**src/hw/rtl/b64lw_pkg.sv**
```systemverilog
// ----------------------------------------------------------------------------
// b64lw_pkg
// Shared types, constants and the sextet-to-character map for the base64
// encoder with line wrap.
// ----------------------------------------------------------------------------
`default_nettype none

package b64lw_pkg;

  // depth of the small queues (front to back, back to result side)
  localparam int QDEPTH = 2;
  localparam int QPTR_W = (QDEPTH > 1) ? $clog2(QDEPTH) : 1;
  localparam int QCNT_W = $clog2(QDEPTH + 1);

  // characters
  localparam logic [7:0] CH_UPPER_A = 8'h41;
  localparam logic [7:0] CH_LOWER_A = 8'h61;
  localparam logic [7:0] CH_ZERO    = 8'h30;
  localparam logic [7:0] CH_PLUS    = 8'h2B;
  localparam logic [7:0] CH_SLASH   = 8'h2F;
  localparam logic [7:0] CH_DASH    = 8'h2D;
  localparam logic [7:0] CH_UNDER   = 8'h5F;
  localparam logic [7:0] CH_EQ      = 8'h3D;
  localparam logic [7:0] CH_NL      = 8'h0A;

  // configuration register indexes
  localparam logic [1:0] CFG_URL   = 2'd0;
  localparam logic [1:0] CFG_PAD   = 2'd1;
  localparam logic [1:0] CFG_WIDTH = 2'd2;

  typedef struct packed {
    logic [7:0] data_byte;
    logic       end_of_message;
  } in_t;

  typedef struct packed {
    logic [7:0] char_code;
    logic       run_last;
    logic       message_end;
  } out_t;

  typedef struct packed {
    logic       url_alphabet;
    logic       pad_enable;
    logic [7:0] line_width;
  } cfg_t;

  // one request's line characters, handed from front to back
  typedef struct packed {
    logic [3:0][7:0] chars;
    logic [1:0]      last_idx;  // index of the final character
    logic            last;      // request closes the message
  } op_t;

  function automatic logic [7:0] sextet_char(input logic [5:0] v, input logic url);
    logic [7:0] c;
    if (v < 6'd26) begin
      c = CH_UPPER_A + {2'b00, v};
    end else if (v < 6'd52) begin
      c = CH_LOWER_A + {2'b00, v - 6'd26};
    end else if (v < 6'd62) begin
      c = CH_ZERO + {2'b00, v - 6'd52};
    end else if (v == 6'd62) begin
      c = url ? CH_DASH : CH_PLUS;
    end else begin
      c = url ? CH_UNDER : CH_SLASH;
    end
    return c;
  endfunction

endpackage

`default_nettype wire

```
**src/hw/rtl/b64lw_front.sv**
```systemverilog
// ----------------------------------------------------------------------------
// b64lw_front
// Takes bytes, tracks group phase and leftover bits, builds the line
// characters of each request (flush and padding included) and queues them.
// ----------------------------------------------------------------------------
`default_nettype none

module b64lw_front (
  input  wire logic           clk,
  input  wire logic           rst,
  input  wire b64lw_pkg::cfg_t cfg,
  input  wire logic           push,
  output logic                full,
  input  wire b64lw_pkg::in_t item,
  output logic                op_valid,
  output b64lw_pkg::op_t      op_head,
  input  wire logic           op_pop
);
  import b64lw_pkg::*;

  logic [1:0]        byte_phase;
  logic [3:0]        leftover_bits;
  logic [1:0]        byte_phase_next;
  logic [3:0]        leftover_bits_next;
  op_t               op_new;
  logic [5:0]        s0, s1;
  logic [2:0]        n_chars;
  logic              accept;

  op_t               q [QDEPTH];
  logic [QPTR_W-1:0] wr_ptr, rd_ptr;
  logic [QCNT_W-1:0] count;

  assign full     = (count == QCNT_W'(QDEPTH));
  assign op_valid = (count != '0);
  assign op_head  = q[rd_ptr];
  assign accept   = push && !full;

  always_comb begin
    s0 = '0;
    s1 = '0;
    n_chars = 3'd1;
    byte_phase_next = 2'd1;
    leftover_bits_next = {2'b00, item.data_byte[1:0]};
    unique case (byte_phase)
      2'd1: begin
        s0 = {leftover_bits[1:0], item.data_byte[7:4]};
        s1 = {item.data_byte[3:0], 2'b00};
        leftover_bits_next = item.data_byte[3:0];
        byte_phase_next = 2'd2;
        if (item.end_of_message) n_chars = cfg.pad_enable ? 3'd4 : 3'd2;
        // (4 = char, flush, one pad; stored as 3 chars below)
      end
      2'd2: begin
        s0 = {leftover_bits, item.data_byte[7:6]};
        s1 = item.data_byte[5:0];
        leftover_bits_next = '0;
        byte_phase_next = 2'd0;
        n_chars = 3'd2;
      end
      default: begin  // phase 0, and the unused phase 3
        s0 = item.data_byte[7:2];
        s1 = {item.data_byte[1:0], 4'b0000};
        if (item.end_of_message) n_chars = cfg.pad_enable ? 3'd4 : 3'd2;
      end
    endcase
    if (item.end_of_message) begin
      byte_phase_next = '0;
      leftover_bits_next = '0;
    end
    op_new.chars[0] = sextet_char(s0, cfg.url_alphabet);
    op_new.chars[1] = sextet_char(s1, cfg.url_alphabet);
    op_new.chars[2] = CH_EQ;
    op_new.chars[3] = CH_EQ;
    op_new.last     = item.end_of_message;
    // phase 1 with padding gives three characters, not four
    if (byte_phase == 2'd1 && item.end_of_message && cfg.pad_enable) begin
      op_new.last_idx = 2'd2;
    end else begin
      op_new.last_idx = 2'(n_chars - 3'd1);
    end
  end

  always_ff @(posedge clk) begin
    if (rst) begin
      byte_phase    <= '0;
      leftover_bits <= '0;
      wr_ptr        <= '0;
      rd_ptr        <= '0;
      count         <= '0;
    end else begin
      if (accept) begin
        byte_phase    <= byte_phase_next;
        leftover_bits <= leftover_bits_next;
        wr_ptr <= (wr_ptr == QPTR_W'(QDEPTH - 1)) ? '0 : wr_ptr + 1'b1;
      end
      if (op_pop) begin
        rd_ptr <= (rd_ptr == QPTR_W'(QDEPTH - 1)) ? '0 : rd_ptr + 1'b1;
      end
      count <= count + QCNT_W'(accept) - QCNT_W'(op_pop);
    end
  end

  always_ff @(posedge clk) begin
    if (accept) q[wr_ptr] <= op_new;
  end

endmodule

`default_nettype wire

```
**src/hw/rtl/b64lw_back.sv**
```systemverilog
// ----------------------------------------------------------------------------
// b64lw_back
// Walks the queued characters one per cycle while the result queue has
// room, inserts newlines at the line width and feeds the result queue.
// ----------------------------------------------------------------------------
`default_nettype none

module b64lw_back (
  input  wire logic            clk,
  input  wire logic            rst,
  input  wire b64lw_pkg::cfg_t cfg,
  input  wire logic            op_valid,
  input  wire b64lw_pkg::op_t  op_head,
  output logic                 op_pop,
  output logic                 empty,
  input  wire logic            pop,
  output b64lw_pkg::out_t      result
);
  import b64lw_pkg::*;

  logic [1:0]        k;
  logic              nl_pending;
  logic [7:0]        col;
  logic [7:0]        col_inc;
  logic              wrap, at_end, fin, emit, out_full;
  out_t              entry;

  out_t              q [QDEPTH];
  logic [QPTR_W-1:0] wr_ptr, rd_ptr;
  logic [QCNT_W-1:0] count;

  assign out_full = (count == QCNT_W'(QDEPTH));
  assign empty    = (count == '0);
  assign result   = q[rd_ptr];

  always_comb begin
    emit    = op_valid && !out_full;
    col_inc = col + 8'd1;
    wrap    = (cfg.line_width != '0) && (col_inc >= cfg.line_width);
    at_end  = (k == op_head.last_idx);
    if (nl_pending) begin
      entry.char_code = CH_NL;
      fin = at_end;
    end else begin
      entry.char_code = op_head.chars[k];
      fin = at_end && !wrap;
    end
    entry.run_last    = fin;
    entry.message_end = fin && op_head.last;
    op_pop = emit && fin;
  end

  always_ff @(posedge clk) begin
    if (rst) begin
      k          <= '0;
      nl_pending <= 1'b0;
      col        <= '0;
      wr_ptr     <= '0;
      rd_ptr     <= '0;
      count      <= '0;
    end else begin
      if (emit) begin
        if (nl_pending) begin
          nl_pending <= 1'b0;
        end else if (wrap) begin
          nl_pending <= 1'b1;
        end
        if (nl_pending || !wrap) begin
          k <= at_end ? '0 : k + 2'd1;
        end
        if (op_pop && op_head.last) begin
          col <= '0;
        end else if (!nl_pending) begin
          col <= (wrap || cfg.line_width == '0) ? '0 : col_inc;
        end
        wr_ptr <= (wr_ptr == QPTR_W'(QDEPTH - 1)) ? '0 : wr_ptr + 1'b1;
      end
      if (pop && !empty) begin
        rd_ptr <= (rd_ptr == QPTR_W'(QDEPTH - 1)) ? '0 : rd_ptr + 1'b1;
      end
      count <= count + QCNT_W'(emit) - QCNT_W'(pop && !empty);
    end
  end

  always_ff @(posedge clk) begin
    if (emit) q[wr_ptr] <= entry;
  end

endmodule

`default_nettype wire

```
**src/hw/rtl/base64_encoder_line_wrap.sv**
```systemverilog
// ----------------------------------------------------------------------------
// base64_encoder_line_wrap
// Streaming base64 encoder with URL-safe option, padding and line wrap.
// ----------------------------------------------------------------------------
// Usage:
//  - Input queue side: present item (data_byte, end_of_message) with push;
//    a request is taken on a clock edge where push is high and full is low.
//  - Result queue side: while empty is low the oldest character is on
//    result; it is taken on an edge where pop is high.
//  - Config: cfg_valid/cfg_ready with cfg_index (0 url_alphabet,
//    1 pad_enable, 2 line_width) and cfg_data; index 3 is ignored.
//    cfg_ready is always high. Write only while the encoder is idle.
//  - Path: the first character of a request goes through the request
//    queue and then the result queue before it appears on result.
//  - Throughput: the back end emits one character per cycle while the
//    result queue has room; a request causes 1 to 8 characters, newlines
//    included, and a steady stream gives four characters per three bytes
//    with no wrap, each newline taking an emit slot of its own.
//  - A two-entry request queue and a two-entry result queue let input
//    and output stall independently; full rises when the request queue
//    fills, which with pop low happens at the latest once both queues fill.
//  - Reset (rst, synchronous): group phase, line column and both queues
//    cleared; url_alphabet 0, pad_enable 1, line_width 0.
// ----------------------------------------------------------------------------
`default_nettype none

module base64_encoder_line_wrap (
  input  wire logic             clk,
  input  wire logic             rst,
  input  wire logic             push,
  output logic                  full,
  input  wire b64lw_pkg::in_t   item,
  output logic                  empty,
  input  wire logic             pop,
  output b64lw_pkg::out_t       result,
  input  wire logic             cfg_valid,
  output logic                  cfg_ready,
  input  wire logic [1:0]       cfg_index,
  input  wire logic [7:0]       cfg_data
);
  import b64lw_pkg::*;

  cfg_t cfg;
  logic op_valid, op_pop;
  op_t  op_head;

  assign cfg_ready = 1'b1;

  // config registers, written one at a time by index
  always_ff @(posedge clk) begin
    if (rst) begin
      cfg.url_alphabet <= 1'b0;
      cfg.pad_enable   <= 1'b1;
      cfg.line_width   <= '0;
    end else if (cfg_valid && cfg_ready) begin
      unique case (cfg_index)
        CFG_URL:   cfg.url_alphabet <= cfg_data[0];
        CFG_PAD:   cfg.pad_enable   <= cfg_data[0];
        CFG_WIDTH: cfg.line_width   <= cfg_data;
        default: ;  // unused index
      endcase
    end
  end

  // front: phase tracking and character build
  b64lw_front u_front (
    .clk      (clk),
    .rst      (rst),
    .cfg      (cfg),
    .push     (push),
    .full     (full),
    .item     (item),
    .op_valid (op_valid),
    .op_head  (op_head),
    .op_pop   (op_pop)
  );

  // back: per-character emit with newline insertion
  b64lw_back u_back (
    .clk      (clk),
    .rst      (rst),
    .cfg      (cfg),
    .op_valid (op_valid),
    .op_head  (op_head),
    .op_pop   (op_pop),
    .empty    (empty),
    .pop      (pop),
    .result   (result)
  );

  // checks
  a_end_is_run_last: assert property (@(posedge clk) disable iff (rst)
    (!empty && result.message_end) |-> result.run_last)
    else $error("message end without run end");

  a_pop_needs_op: assert property (@(posedge clk) disable iff (rst)
    op_pop |-> op_valid)
    else $error("back popped an empty request queue");

  a_head_holds: assert property (@(posedge clk) disable iff (rst)
    (op_valid && !op_pop) |=> (op_valid && $stable(op_head)))
    else $error("request head changed before it was consumed");

endmodule

`default_nettype wire

```
**config.mk**
```make
export PLATFORM = sky130hd
export DESIGN_NAME = base64_encoder_line_wrap
export DESIGN_NICKNAME = d
export VERILOG_FILES = /design/src/hw/rtl/b64lw_pkg.sv /design/src/hw/rtl/b64lw_front.sv /design/src/hw/rtl/b64lw_back.sv /design/src/hw/rtl/base64_encoder_line_wrap.sv
export SDC_FILE = /design/constraint.sdc
export NUM_CORES = 1
export LEC_CHECK = 0
export ABC_AREA = 1
export BUFFER_PORTS_ARGS = -buffer_cell sky130_fd_sc_hd__buf_2
export CAP_MARGIN = 20
export CORE_ASPECT_RATIO = 0.6
export CORE_UTILIZATION = 55
export DETAILED_ROUTE_END_ITERATION = 6
export PLACE_DENSITY = 0.84
export SYNTH_ARGS = -nofsm -noshare
export SYNTH_HDL_FRONTEND = slang
export SYNTH_HIERARCHICAL = 1
export SYNTH_SLANG_ARGS = --single-unit
```
**constraint.sdc**
```tcl
create_clock -name clk -period 2.91 [get_ports clk]
set_clock_uncertainty 0.15 [all_clocks]
set_input_delay 0.4365 -clock clk [delete_from_list [all_inputs] [get_ports clk]]
set_output_delay 0.4365 -clock clk [all_outputs]
set_load 0.01 [all_outputs]
```
==> results of run 1 <==
## synth_stat cells (all sizes together), types with 4 or more instances
master | number | area share
o21ai | 40 | 0.037
mux2 | 29 | 0.052
inv | 95 | 0.059
nor3 | 5 | 0.0058
dfxtp | 37 | 0.12
xor2 | 13 | 0.018
buf | 29 | 0.036
a21oi | 38 | 0.032
nand3 | 56 | 0.056
nand2 | 166 | 0.12
xnor2 | 4 | 0.0056
nor2 | 101 | 0.070
or2 | 6 | 0.0072
o211ai | 5 | 0.0060
clkbuf | 4 | 0.0024
nand4 | 14 | 0.015
ha | 33 | 0.066
edfxtp | 58 | 0.28
## metal layers
layer	wire length, um	vias up	GRT usage
met1	6870	2271	0.355
met4	172	0	0.0549
li1	-	2537	-
met2	5580	169	0.342
met5	0	-	0
met3	970	18	0.0513
## repair_timing
item | CTS | global route
pin swaps | 3 | 9
setup buffers | 0 | 9
endpoints found under the setup margin | 1 | 8
resized for setup | 12 | 28
## stage by stage
step                      TNS (ns)  total power [mW]  cells  hold WS (ns)  worst slack, ns
after floorplan                  0              4.52    762         0.272           0.0498
after global placement           0              5.20    921         0.290           0.0325
after detailed placement    -0.116              5.29    921         0.293           -0.116
after CTS                        0              6.57    937         0.157          0.00161
after global routing       -0.0299              7.24    946         0.175          -0.0299
final                            0              6.79    946         0.161            0.133
## cells by family (layout without fill, tap and decap cells)
family,count (synthesis),after routing,synth area share
adder cells (fa/ha/maj),33,33,0.0659
XOR/XNOR,17,17,0.0238
AND/OR/NAND/NOR,350,350,0.278
flip-flops,95,95,0.396
multiplexers,29,29,0.0521
AO/OA/AOI/OAI,91,91,0.0847
other,3,17,0.00180
buffers and inverters,130,175,0.0979
## worst paths after layout
path	cells after the start	endpoint	slack [ns]	from
worst max-delay path	19	u_front/count[1]$_SDFF_PP0_	0.13	u_back/col[1]$_SDFFE_PP0P_
worst min-delay path	3	cfg[1]$_SDFFE_PP0P_	0.16	cfg_data[1]
worst max register to register	19	u_front/count[1]$_SDFF_PP0_	0.13	u_back/col[1]$_SDFFE_PP0P_
worst min register to register	1	register	0.31	u_back/rd_ptr$_SDFFE_PP0P_
## registers in the layout, indices dropped and copies added, names as in the netlist, 2 cells and up, named ones only
name,flops
u_back/k,2
cfg,10
u_back/q,20
u_front/count,2
u_front/byte_phase,2
u_front/q,38
u_front/leftover_bits,4
u_back/count,2
u_back/col,8
## final cells by class
type | count | area share
multi-input cells | 537 | 0.474
flip-flops and latches | 95 | 0.351
repair buffers | 62 | 0.0531
inverters | 97 | 0.0528
clock buffers | 11 | 0.0355
well taps | 139 | 0.0245
clock inverters | 5 | 0.00897
## power breakdown
group	switching, mW	internal [mW]	leakage [nW]
Clock	0.501	0.722	0.158
Sequential	0.185	1.98	0.845
Combinational	2.10	1.30	2.19
Total	2.78	4.00	3.20
## critical path: stages, from the launching register on
cell,delay [ns]
dfxtp_4,0.37
ha_4,0.16
nand3_4,0.10
nor2_4,0.10
nand2_1,0.05
nand2_1,0.05
nand2_1,0.06
ha_1,0.28
nand2_1,0.07
o21a_2,0.22
nand2_2,0.08
nand2_2,0.06
nand2_2,0.09
nor2_4,0.06
ha_4,0.25
inv_2,0.04
ha_4,0.15
xor2_2,0.15
o21ai_1,0.12
a21oi_1,0.05
==> flow_summary.toml, run 1 <==
[critical_path]
crit_path_end_kind = "register"
required_ns = 2.99
cp_max_fo = 3
cp_data_arrival_time_ns = 2.86
startpoint_type = "register"
critPathKind = "reg -> reg"

[grt]
grt_pass1_vias = 4557
grt_first_pass_wirelength_um = 22100
antenna_found_initial = 0
grt_max_degree = 20
grt-ovfl-total = 0
track_usage = 0.236

[place]
place_congestion = 0.931
place_area_sq_um = 6560
hpwl_um = 9870
io_buffers = 35

[sta]
setup_violations = 0
period_needed_ns = 2.78
rsz0062_at_grt = "yes"
finalCritPeriodShare = 0.954
hold_viol_final = 0
relSlewSlack = 0.472
worst_slew_pin_slew_ns = 0.789
drv_slew = 0
fmax_mhz = 360

[synth]
synth-edff-count = 58
ys_warn_count = 6
async_reset_ff_frac = 0
synth.avg_cell_area_sq_um = 8.38
synth_cell_type_count = 49
syn_inst = 748
syn-cell-area_sq_um = 6260
ys_seq_area_frac = 0.396
ys_ff_latch = 95
synthFlopType = "edfxtp_1"

[pwr]
p_per_area_nw_per_um2 = 954
p_leak_nw = 3.20
ir_drop_v = 0.000443

[floorplanning]
dieArea_sq_um = 11800
rows = 29
die_x_um = 140
start_util = 0.579
pin_count = 37
die_height_um = 84.7
core_sq_um = 10800

[cells_and_area]
regArea_sq_um = 2490
drive_gt1_frac = 0.264
multi_input_area_sq_um = 3370
postLayoutCellArea_sq_um = 7110
syn_to_final_growth_pct = 13.5
final_common_cell = "nand2_1"
fill_cells = 849
utilization = 0.658
fin_nets = 859
diodes = 0
final_cell_mix = "134 x nand2_1, 85 x nor2_1, 78 x inv_1, 58 x edfxtp_1, 43 x nand3_1"

[clock_tree]
cts_root_buf = "clkbuf_16"
cts-htree-levels = 3
cts_tree = "built"
cts_hold_buf = 0
clk_latency_ns = 0.34
clk_transition_reported_paths_ns = 0.07
clockBufferDepth = 2
cts.sinks = 95
cts_buffers = 9

[drt]
via_count = 4995
ant_nets = 0
dr.pass1.iters = 5
wire_per_inst_um = 14.4
drc = 0
via_per_inst = 5.28
routed_wl_um = 13600
drtIter0Drc = 442

[run_status]
status = "finished clean"

[hold_path]
hold_class = "in -> reg"

[flow_run]
max_cap_viol_count = 0
Note: power is estimated with default switching activity, not from simulation.
==> run 2: changes to the inputs <==
--- a/config.mk
+++ b/config.mk
@@ -11,6 +11,8 @@
 export CORE_ASPECT_RATIO = 0.6
 export CORE_UTILIZATION = 55
 export DETAILED_ROUTE_END_ITERATION = 6
+export GPL_ROUTABILITY_DRIVEN = 1
+export MAX_ROUTING_LAYER = met4
 export PLACE_DENSITY = 0.84
 export SYNTH_ARGS = -nofsm -noshare
 export SYNTH_HDL_FRONTEND = slang
==> run 2 against run 1 <==
- non-clock buffer count decreased by 3
- register-to-register slack got worse by 0.07 ns
- maximum frequency decreased by 2.3%
- combinational power decreased by 1%
- design area decreased by 0.97%
- flip-flop and latch count unchanged
==> flow_summary.toml, run 2 (synthesis results as in run 1) <==
[hold_path]
hold_class = "in -> reg"

[drt]
routed_wl_um = 13100
via_count = 5024
drtIter0Drc = 353
drc = 0
ant_nets = 0
wire_per_inst_um = 13.9
dr.pass1.iters = 5
via_per_inst = 5.33

[clock_tree]
cts.sinks = 95
clk_transition_reported_paths_ns = 0.07
cts_buffers = 9
cts_root_buf = "clkbuf_16"
clockBufferDepth = 2
cts-htree-levels = 3
cts_tree = "built"
cts_hold_buf = 0
clk_latency_ns = 0.34

[sta]
relSlewSlack = 0.482
setup_violations = 0
finalSetupTns_ns = 0
drv_slew = 0
worst_slew_pin_slew_ns = 0.774
finalCritPeriodShare = 0.977
hold_viol_final = 0
period_needed_ns = 2.84
worst_hold_slack_ns = 0.164
timing.final.ws_setup_ns = 0.0671
fmax_mhz = 352

[critical_path]
required_ns = 2.99
cp_slowest_cell = "dfxtp_4"
critPathMaxStageDelay_ns = 0.38
worst-path-buf-inv = 2
crit_top_cell = "nand2_2"
startpoint_type = "register"
cp_max_fo = 4
critical_path.top_delay_family = "simple AND/OR/NAND/NOR gates"
crit_path_end_kind = "register"
crit_chain = "nand2_4, nor2_4, nand3_2, xor2_1, inv_2, ha_4, nand2_2, nor2_2, nand2_2, nand2_2, nand2_2, nand2_2, nor2_4, ha_4, inv_2, ha_4, xor2_2, o21ai_1, a21oi_1"
critPathKind = "reg -> reg"
cp_data_arrival_time_ns = 2.93

[grt]
grt_first_pass_wirelength_um = 21300
grt-ovfl-total = 0
antenna_found_initial = 0
grt_max_degree = 20
track_usage = 0.234
grt_pass1_vias = 4462

[cells_and_area]
fin_nets = 856
regMostFlops = "u_front/q"
final_common_cell = "nand2_1"
final_cell_mix = "132 x nand2_1, 85 x nor2_1, 78 x inv_1, 58 x edfxtp_1, 44 x nand3_1"
multi_input_area_sq_um = 3370
diodes = 0
regArea_sq_um = 2490
drive_gt1_frac = 0.259
syn_to_final_growth_pct = 12.4
top_regs = "u_front/q (38), u_back/q (20), cfg (10)"
fill_cells = 867
largest_reg_flops = 38

[floorplanning]
die_height_um = 84.7
dieArea_sq_um = 11800
start_util = 0.579
core_sq_um = 10800
rows = 29
pin_count = 37
die_x_um = 140

[place]
hpwl_um = 9550
place_ws_ns = -0.0591
place_congestion = 0.931
io_buffers = 35

[pwr]
p_per_area_nw_per_um2 = 936
ir_drop_v = 0.000456
p_leak_nw = 3.17

[run_status]
status = "finished clean"

[flow_run]
max_cap_viol_count = 0
## run 2: worst register-to-register path, cell delays in order (launching register included)
cell,delay (ns)
dfxtp_4,0.38
nand2_4,0.06
nor2_4,0.16
nand3_2,0.08
xor2_1,0.17
inv_2,0.07
ha_4,0.27
nand2_2,0.05
nor2_2,0.15
nand2_2,0.08
nand2_2,0.10
nand2_2,0.06
nand2_2,0.08
nor2_4,0.05
ha_4,0.25
inv_2,0.04
ha_4,0.15
xor2_2,0.17
o21ai_1,0.14
a21oi_1,0.06
## run 2: routing by layer
layer | track usage | wire (um) | up-vias | share of wire
met4 | 0.0669 | 143 | 0 | 0.011
met1 | 0.344 | 6680 | 2308 | 0.51
met5 | - | 0 | - | 0
met2 | 0.327 | 5420 | 166 | 0.41
li1 | - | - | 2537 | -
met3 | 0.0422 | 816 | 13 | 0.062
## run 2: path summary, 6_finish.rpt
check        slack [ns]  cells past startpoint                       start                          end
max                0.07                     19  u_back/col[1]$_SDFFE_PP0P_  u_front/count[1]$_SDFF_PP0_
min                0.16                      3                 cfg_data[2]          cfg[2]$_SDFFE_PP0P_
max reg2reg        0.07                     19  u_back/col[1]$_SDFFE_PP0P_  u_front/count[1]$_SDFF_PP0_
min reg2reg        0.31                      1  u_back/rd_ptr$_SDFFE_PP0P_                     register
## run 2: timing repair
| action | CTS | global route |
|---|---|---|
| gates cloned | 0 | 0 |
| buffers inserted | 0 | 6 |
| gates resized for setup | 7 | 32 |
| setup endpoints to repair | 1 | 12 |
| pin swaps | 1 | 14 |
## run 2: final cells by class
cell class              count  share of cell area
flip-flops and latches     95               0.354
multi-input cells         537               0.479
clock buffers              11              0.0330
repair buffers             59              0.0505
well taps                 139              0.0247
clock inverters             5             0.00586
inverters                  97              0.0533
## run 2: per-stage QoR
step	cell area [sq um]	instances	power, mW	util
final	7040	943	6.59	0.651
after global routing	7040	943	7.06	0.651
after CTS	6860	937	6.39	0.634
after detailed placement	6560	921	5.27	0.607
after global placement	6560	921	5.21	0.607
after floorplan	6320	762	4.52	-
## run 2: power breakdown
group / internal [mW] / leakage [nW] / total (mW) / switching [mW]
logic: 1.29 / 2.19 / 3.35 / 2.06
clock network: 0.590 / 0.132 / 1.08 / 0.493
registers: 1.98 / 0.845 / 2.16 / 0.182
total: 3.86 / 3.17 / 6.59 / 2.73
==> run 3: changes to the inputs <==
--- a/config.mk
+++ b/config.mk
@@ -5,7 +5,7 @@
 export SDC_FILE = /design/constraint.sdc
 export NUM_CORES = 1
 export LEC_CHECK = 0
-export ABC_AREA = 1
+export ABC_AREA = 0
 export BUFFER_PORTS_ARGS = -buffer_cell sky130_fd_sc_hd__buf_2
 export CAP_MARGIN = 20
 export CORE_ASPECT_RATIO = 0.6
@@ -14,6 +14,7 @@
 export GPL_ROUTABILITY_DRIVEN = 1
 export MAX_ROUTING_LAYER = met4
 export PLACE_DENSITY = 0.84
+export RECOVER_POWER = 50
 export SYNTH_ARGS = -nofsm -noshare
 export SYNTH_HDL_FRONTEND = slang
 export SYNTH_HIERARCHICAL = 1
==> run 3 against run 2 <==
- the flow now finishes with violations (negative setup slack)
- core utilization rose by 5.7 points
- power fell by 14%
- clock-buffer cell count fell by 2
- routed wire length rose by 12%
- non-clock buffer count rose by 64
- combinational power fell by 25%
==> flow_summary.toml, run 3 <==
[run_status]
status = "finished, violations left"
violations = "negative setup slack"

[drt]
wire_per_inst_um = 17.8
via_count = 4864
dr.pass1.iters = 6
via_per_inst = 5.91
routed_wl_um = 14600
drc = 0
ant_nets = 0
drtIter0Drc = 375

[floorplanning]
pin_count = 37
die_height_um = 83.1
core_sq_um = 10600
rows = 29
die_x_um = 137
start_util = 0.568
dieArea_sq_um = 11400

[place]
hpwl_um = 10400
place_area_sq_um = 6810
place_ws_ns = -0.426
place_congestion = 0.948
io_buffers = 35

[synth]
ys_ff_latch = 95
synth_common_cells = "58 x edfxtp_1, 38 x nor2_1, 37 x dfxtp_1, 33 x ha_1"
synthSimpleGateAreaFrac = 0.179
yosysTopAreaCell = "edfxtp_1"
synthAdderAreaFrac = 0.0684
async_reset_ff_frac = 0
synth_mux_area_frac = 0.106
synthFlopType = "edfxtp_1"
syn-cell-area_sq_um = 6030
synth_most_common_cell = "edfxtp_1"
synth_top_family_by_area = "simple AND/OR/NAND/NOR gates"
synth_cell_type_count = 75
synth-edff-count = 58
ys_warn_count = 6
syn_inst = 574
ys_seq_area_frac = 0.411
synth.avg_cell_area_sq_um = 10.5
ys_top_cells_by_area = "edfxtp_1 29%, dfxtp_1 12%, ha_1 6.8%"
synth_xor_area_frac = 0.0473
synth-compound-area-share = 0.119
synth_top_cell_area_share = 0.289

[critical_path]
r2r_end = "u_front/count[1]$_SDFF_PP0_"
timing.rr.start = "u_back/col[1]$_SDFFE_PP0P_"
crit_chain = "buf_6, ha_4, nand4_1, nor2_1, xor2_1, ha_1, nand4_1, nand2b_4, a311oi_4, or2_4, nor4_4, ha_1, inv_1, ha_1, xor2_1, xnor2_1, nor2_1"
worst-path-buf-inv = 2
critPathKind = "reg -> reg"
required_ns = 2.97
worst-r2r-setup-slack_ns = -0.35
cp_data_arrival_time_ns = 3.32
critPathMaxStageDelay_ns = 0.34
critical_path.top_delay_family = "simple AND/OR/NAND/NOR gates"
cp_max_fo = 3
startpoint_type = "register"
reg2reg_depth = 17
crit_path_end_kind = "register"
crit_top_cell = "ha_1"
cp_slowest_cell = "dfxtp_2"

[clock_tree]
clk_latency_ns = 0.34
clockBufferDepth = 2
clk_transition_reported_paths_ns = 0.07
cts_root_buf = "clkbuf_16"
cts-htree-levels = 3
cts_tree = "built"
cts.sinks = 95
cts_buffers = 9
cts_hold_buf = 0

[pwr]
p_per_area_nw_per_um2 = 755
p_leak_nw = 2.96
ir_drop_v = 0.000431

[sta]
setup_violations = 8
period_needed_ns = 3.26
relSlewSlack = 0.357
hold_viol_final = 0
fmax_mhz = 307
worst_slew_pin_slew_ns = 0.960
timing.final.ws_setup_ns = -0.351
finalCritPeriodShare = 1.12
rsz0062_at_grt = "yes"
drv_slew = 0

[hold_path]
min_path_cells = 3
holdPathEnd = "cfg[1]$_SDFFE_PP0P_"
hold_class = "in -> reg"
min_from = "cfg_data[1]"

[flow_run]
max_cap_viol_count = 0

[grt]
track_usage = 0.279
grt_pass1_vias = 4758
grt_max_degree = 40
grt-ovfl-total = 0
antenna_found_initial = 0
grt_first_pass_wirelength_um = 23700

[cells_and_area]
postLayoutCellArea_sq_um = 7530
regMostFlops = "u_front/q"
fin_nets = 736
fill_cells = 774
syn_to_final_growth_pct = 24.8
drive_gt1_frac = 0.380
largest_reg_flops = 38
final_common_cell = "buf_4"
top_regs = "u_front/q (38), u_back/q (20), cfg (10)"
diodes = 0
final_cell_mix = "84 x buf_4, 58 x edfxtp_1, 36 x nor2_1, 34 x buf_2, 33 x dfxtp_1"
## run 3: changes by cell type after synthesis, sizes merged, moves of 10 or more
cell,change
nand2,-141
a21oi,-23
nor2b,+13
nor3,+20
nand3,-45
o21ai,-24
xnor2,+16
a31oi,+10
and2,+11
mux2i,+12
nand2b,+23
nor2,-61
inv,-60
## run 3: kinds of logic after synthesis
group           Yosys count
compound gates           96
xor+xnor                 31
fa+ha+maj                33
buf+inv                  78
flops                    95
mux                      50
other cells               3
simple gates            188
## run 3: report_power, final
| group | switching, mW | total, mW | internal (mW) |
|---|---|---|---|
| clock network | 0.544 | 1.23 | 0.684 |
| registers | 0.135 | 1.95 | 1.82 |
| logic | 1.31 | 2.51 | 1.20 |
## run 3: stage by stage
step	instances	power [mW]	hold slack (ns)	utilization	TNS, ns
CTS	816	5.57	0.186	0.690	-0.329
detailed placement	788	4.21	0.321	0.640	-1.57
global placement	788	4.10	0.311	0.640	-0.598
finish	823	5.69	0.192	0.708	-0.755
floorplan	588	3.53	0.295	-	-0.496
global route	823	6.01	0.201	0.708	-1.93
## run 3: per-layer routing
metal,global-route usage,up-vias,routed length [um]
met5,-,-,0
met4,0.0749,0,196
met3,0.0641,20,967
met2,0.420,195,6870
met1,0.379,2373,6600
li1,-,2276,-
## run 3: worst max-delay path by stage
| stage | slack, ns | endpoint | cells after the start | start |
|---|---|---|---|---|
| floorplan | -0.23 | u_front/count[1]$_SDFF_PP0_ | 16 | u_back/col[1]$_SDFFE_PP0P_ |
| global placement | -0.26 | u_front/count[1]$_SDFF_PP0_ | 16 | u_back/col[1]$_SDFFE_PP0P_ |
| detailed placement | -0.43 | u_front/count[1]$_SDFF_PP0_ | 16 | u_back/col[1]$_SDFFE_PP0P_ |
| CTS | -0.24 | u_front/count[1]$_SDFF_PP0_ | 17 | u_back/col[1]$_SDFFE_PP0P_ |
| global route | -0.50 | u_front/count[1]$_SDFF_PP0_ | 17 | u_back/col[1]$_SDFFE_PP0P_ |
| finish | -0.35 | u_front/count[1]$_SDFF_PP0_ | 17 | u_back/col[1]$_SDFFE_PP0P_ |
## run 3: worst register-to-register path, delay by kind of cell (launching register included)
| family | cells | cell delay (ns) |
|---|---|---|
| flops | 1 | 0.34 |
| fa+ha+maj | 4 | 0.85 |
| simple gates | 7 | 1.04 |
| xor+xnor | 3 | 0.53 |
| compound gates | 1 | 0.04 |
| buf+inv | 2 | 0.15 |
## run 3: what timing repair did
item,in CTS,in global routing
setup endpoints to repair,18,38
gates resized for setup,26,28
setup buffers,12,9
pin swaps,18,18
## run 3: area by class of cell
cell class | instances | area [sq um] | share of cell area
clock buffer | 9 | 225 | 0.0299
inverter | 35 | 131 | 0.0174
sequential | 95 | 2490 | 0.331
tap | 139 | 174 | 0.0231
multi-input combinational | 415 | 3580 | 0.475
timing repair buffer | 123 | 843 | 0.112
clock inverter | 7 | 87.6 | 0.0116
